===== config.mk =====
export PLATFORM = sky130hd
export DESIGN_NAME = bf3_scale
export DESIGN_NICKNAME = d
export VERILOG_FILES = /design/src/hdl/bf3_pkg.sv /design/src/hdl/bf3_scale.sv
export SDC_FILE = /design/constraint.sdc
export NUM_CORES = 1
export LEC_CHECK = 0
export BUFFER_PORTS_ARGS = -buffer_cell sky130_fd_sc_hd__buf_4
export CAP_MARGIN = 20
export CORE_MARGIN = 4
export CORE_UTILIZATION = 40
export DETAILED_ROUTE_END_ITERATION = 10
export PLACE_DENSITY = 0.63
export SLEW_MARGIN = 20
export SYNTH_ARGS = -nofsm -noshare
export SYNTH_HDL_FRONTEND = slang
export SYNTH_SLANG_ARGS = --single-unit

===== constraint.sdc =====
create_clock -name vclk -period 18.5
set_input_delay 2.775 -clock vclk [all_inputs]
set_output_delay 2.775 -clock vclk [all_outputs]
set_load 0.01 [all_outputs]

===== src/hdl/bf3_pkg.sv =====
`timescale 1ns / 1ps
`default_nettype none
// ----------------------------------------------------------------------------
// bf3_pkg
// Shared types and constants of the 3x3 box filter.
// ----------------------------------------------------------------------------
package bf3_pkg;

  localparam int unsigned PIX_W = 8;
  localparam int unsigned CFG_W = 13;
  localparam int unsigned ROW_W = 12;
  localparam int unsigned SUM_W = 12;
  localparam int unsigned VAL_W = 16;
  localparam int unsigned COL_SUM_W = 10;

  localparam int unsigned MAX_HEIGHT = 4096;

  localparam logic [CFG_W-1:0] WIDTH_RESET  = 13'd512;
  localparam logic [CFG_W-1:0] HEIGHT_RESET = 13'd512;

  // Reciprocal of 9 scaled by 2^23, rounded up; exact for dividends below 2^20.
  localparam int unsigned SCALE_IN_W = SUM_W + 8;
  localparam int unsigned RECIP_SHIFT = 23;
  localparam logic [SCALE_IN_W-1:0] RECIP_NINE = 20'd932068;
  localparam logic [SCALE_IN_W-1:0] ROUND_BIAS = 20'd4;

  localparam logic [VAL_W-1:0] VAL_MAX = 16'hFF00;

  typedef enum logic [0:0] {
    REG_IMAGE_WIDTH  = 1'b0,
    REG_IMAGE_HEIGHT = 1'b1
  } cfg_reg_e;

  typedef struct packed {
    logic [PIX_W-1:0] top;
    logic [PIX_W-1:0] mid;
    logic [PIX_W-1:0] bot;
  } win_col_t;

  typedef struct packed {
    logic [PIX_W-1:0] older;
    logic [PIX_W-1:0] newer;
  } row_pair_t;

endpackage : bf3_pkg
`default_nettype wire


===== src/hdl/bf3_scale.sv =====
`timescale 1ns / 1ps
`default_nettype none
// ----------------------------------------------------------------------------
// bf3_scale
// Nine-pixel sum to Q8.8 mean: round(sum * 256 / 9) by reciprocal multiply.
// ----------------------------------------------------------------------------
module bf3_scale
  import bf3_pkg::*;
(
  input  wire logic [SUM_W-1:0] sum_i,
  output logic      [VAL_W-1:0] value_o
);

  logic [SCALE_IN_W-1:0]   dividend;
  logic [2*SCALE_IN_W-1:0] product;

  assign dividend = {sum_i, 8'h00} + ROUND_BIAS;
  assign product  = dividend * RECIP_NINE;
  assign value_o  = product[RECIP_SHIFT +: VAL_W];

endmodule : bf3_scale
`default_nettype wire


==> Word level (Yosys, flattened, before mapping) <==
Index checks and enable logic that the tools add are counted.
{ "totals": {"reg_bits": 0, "inputBits": 12, "out_inout_bits": 16, "wordCells": 2} }
{ "classes": {"add_sub_neg": 1, "multipliers": 1} }
{ "op_table": {"columns": ["op", "count"], "rows": [
  ["$mul A20 B18 Y37 const B", 1],
  ["$add A20 B3 Y20 const B", 1]
]} }

==> Logic depth before layout (Yosys ltp) <==
{ "logic_depth": {"word_depth": 2, "ltp_mapped": 20, "ltp_nobuf": 20} }

==> Least setup slack after synthesis <==
Ideal clock, no wire load.
{ "synth_path": {"path_kind": "input to output", "startpoint": "in sum_i[4]", "endpoint": "out value_o[15]", "arrival_ns": 7.252, "t_required_ns": 15.725, "slack_ns": 8.473, "cell_stages": 20, "n_path_buf": 0, "path_cell_list": "inv_1 > fa_1 > inv_1 > ha_1 > inv_1 > fa_1 > inv_1 > ha_1 > fa_1 > inv_1 > fa_1 > inv_1 > ha_1 > a211oi_1 > o211ai_1 > nand4_1 > o311ai_0 > or2_2 > a31oi_1 > xnor2_1"} }
{ "synth_via": {"elab_chain_cells": 2} }
{ "synth_lines": {"columns": ["element", "line", "text"], "rows": [
  ["from (decl)", "bf3_scale.sv:10", "input wire logic [SUM_W-1:0] sum_i,"],
  ["$add A20 B3 Y20", "bf3_scale.sv:17", "assign dividend = {sum_i, 8'h00} + ROUND_BIAS;"],
  ["$mul A20 B18 Y37", "bf3_scale.sv:18", "assign product = dividend * RECIP_NINE;"],
  ["to (decl)", "bf3_scale.sv:11", "output logic [VAL_W-1:0] value_o"]
]} }
Every way passes these cells.

==> Final worst setup path <==
Same ends and word-level chain as after synthesis.

==> summary.md <==
- completed — status
- 0 — final number of max-transition violations
- 0 — Synth warnings
- 0.8765 — RD Place Congestion
- 0 — ANT cells
- 0.6259 ns — worst slew pin tran
- 0 ns — summed negative setup slack over all endpoints
- 0 — Remaining Overflow, GRT
- 28 — I/O pin count
- in2out — Hold Crit Class
- 7.78 ns — arrival time reported for the critical path endpoint
- 0 — number of clock-tree buffers in the layout
- 28 — number of port buffers
- 94.77 MHz — timing-limited maximum frequency
- 41.02% — initial core utilization
- sum_i[4] — first element of the critical path
- 3.516 mm — wire length on met1
- 6.566 mm — placed wire-length estimate
- 9912 µm² — total die area
- 45.15% — final core occ
- 52 — drt initial violations
- 0 — antenna violations before repair
- 9.499 µm² — per-instance average area after synthesis
- 2,606 — via count of the first global-routing pass
- 0 µm² — total area of sequential cells
- 4 — DRT Pass-1 Iters
- 0 — number of sequential cells
- 6 — largest fanout on the critical path
- 33 — # rows
- 193 µm — met3 WL
- sky130_fd_sc_hd__ha_1, sky130_fd_sc_hd__inv_1, sky130_fd_sc_hd__fa_1 — top library cells by usage in the layout, fill and taps aside
- 6 — Cells on Worst Hold Path
- 99.56 µm — Die Width
- sky130_fd_sc_hd__ha_1 — cell taking the most area after synthesis
- output port — Setup crit end kind
- 0 — Final ANT Viol Nets
- 4.909 — via-per-instance ratio
- 8 — maximum number of pins on one net before global-route repair
- 0 — number of hold-slack violations in the final timing report
- 3.308 mm — met2 WL post-DR
- false — unrepaired setup endpoints after global routing
- 9.737% — layout cells sized above 1
- 7.062 mm — routed wire length
- 99.56 µm — die height
- 0 — hold buffer count at cts
- 0 — total of endpoints with negative setup slack in the final report
- 10.07% — area growth from synthesis to layout
- 12.50 mm — global-route wire length before repair
- 57.82% — Relative slew margins
- 37 — distinct cell type count after synthesis
- 8175 µm² — Core Box Area
- 3691 µm² — post-placement cell area
- met4 — top routing layer in use
- 0% — share of the yosys chip area belonging to registers
- 3691 µm² — final std cell area, no fill
- 15.73 ns — Crit path required time
- 541 — number of nets at the end of the flow
- 15.30% — total track usage
- sky130_fd_sc_hd__ha_1 — most common cell after layout, fill and taps aside
- in2out — kind of critical path
- 0 — PostCTS Resize Cnt
- 14.56 µm — Routed wire per std cell
- sky130_fd_sc_hd__ha_1, sky130_fd_sc_hd__fa_1, sky130_fd_sc_hd__inv_1 — synth top area cells
- 0 — post-route DRC violation count
- 0 — Max Cap Viol
- 37.69% — proportion of netlist area held by the largest area contributor
- input pin — Critical Path Source Type
- 6.407 ns — post-route worst hold slack
- value_o[15] — Worst Setup EP
- 57.03% — share of the clock period used by the worst path
- 10.55 ns — Final Critical Period
- 512 — net count after synthesis
- 353 — number of standard cells after synthesis
- 2,381 — overall via count from detail_route
- 3353 µm² — area of the mapped netlist
- 0 — post-CTS setup buffer count
[cells by family after synthesis]
logic type                 Yosys count  synth area share (%)
xor gates and xnor gates            25                 6.530
AOI/OAI and AO/OA                   52                 12.46
adders and majority gates          147                 65.15
buffers and inverters               98                 10.97
muxes                                1                0.3358
and+or+nand+nor                     30                 4.553
[cells in the mapped netlist (all sizes together)]
cell,n
a2111oi,2
a211o,1
a211oi,4
a21o,11
a21oi,15
a31oi,2
a41o,1
and3,2
and4,1
clkbuf,1
fa,46
ha,101
inv,97
mux2,1
nand2,9
nand2b,1
nand3,2
nand4,3
nor2,5
nor2b,2
nor3,2
nor4,1
nor4b,1
o211a,1
o211ai,3
o21a,2
o21ai,6
o311ai,1
o31a,1
o32a,1
o41ai,1
or2,1
xnor2,16
xor2,9
[area by class of cell]
type / count / area, µm²
fillers: 807 / 4484
inverters: 97 / 364.1
multi-input cells: 255 / 2985
well taps: 105 / 131.4
repair buffers: 28 / 210.2
[critical path: stages]
cell and delay [ns]:
sky130_fd_sc_hd__buf_4 0.13, sky130_fd_sc_hd__inv_1 0.13, sky130_fd_sc_hd__fa_1 0.45, sky130_fd_sc_hd__inv_1 0.10, sky130_fd_sc_hd__ha_1 0.23, sky130_fd_sc_hd__inv_1 0.07
sky130_fd_sc_hd__fa_1 0.48, sky130_fd_sc_hd__inv_1 0.04, sky130_fd_sc_hd__ha_1 0.30, sky130_fd_sc_hd__fa_1 0.54, sky130_fd_sc_hd__inv_1 0.06, sky130_fd_sc_hd__fa_1 0.53
sky130_fd_sc_hd__inv_1 0.05, sky130_fd_sc_hd__ha_1 0.37, sky130_fd_sc_hd__a211oi_1 0.32, sky130_fd_sc_hd__o211ai_1 0.14, sky130_fd_sc_hd__nand4_1 0.12, sky130_fd_sc_hd__o311ai_0 0.12
sky130_fd_sc_hd__or2_2 0.35, sky130_fd_sc_hd__a31oi_1 0.21, sky130_fd_sc_hd__xnor2_1 0.14, sky130_fd_sc_hd__buf_4 0.14
[how the worst min path moves through the flow]
stage | from | endpoint | slack (ns)
finish | sum_i[11] | value_o[15] | 6.41
global placement | sum_i[11] | value_o[15] | 6.42
global route | sum_i[11] | value_o[15] | 6.45
detailed placement | sum_i[11] | value_o[15] | 6.42
CTS | sum_i[11] | value_o[15] | 6.42
floorplan | sum_i[11] | value_o[15] | 6.07
[layer usage]
layer	vias to the layer above	GRT usage, %
li1	1211	-
met1	1125	22.35
met2	41	26.50
met3	4	0.4208
met4	0	0.8403
met5	-	0
[metrics by stage]
step | cells | setup slack (ns)
3_3_place_gp | 485 | 7.966
3_5_place_dp | 485 | 7.928
4_1_cts | 485 | 7.920
2_1_floorplan | 353 | 8.473
6_report | 485 | 7.949
5_1_grt | 485 | 7.698
Power is left out: the tool's default activity adds up to more than one toggle a clock period on the data nets, which glitch-free logic cannot reach.
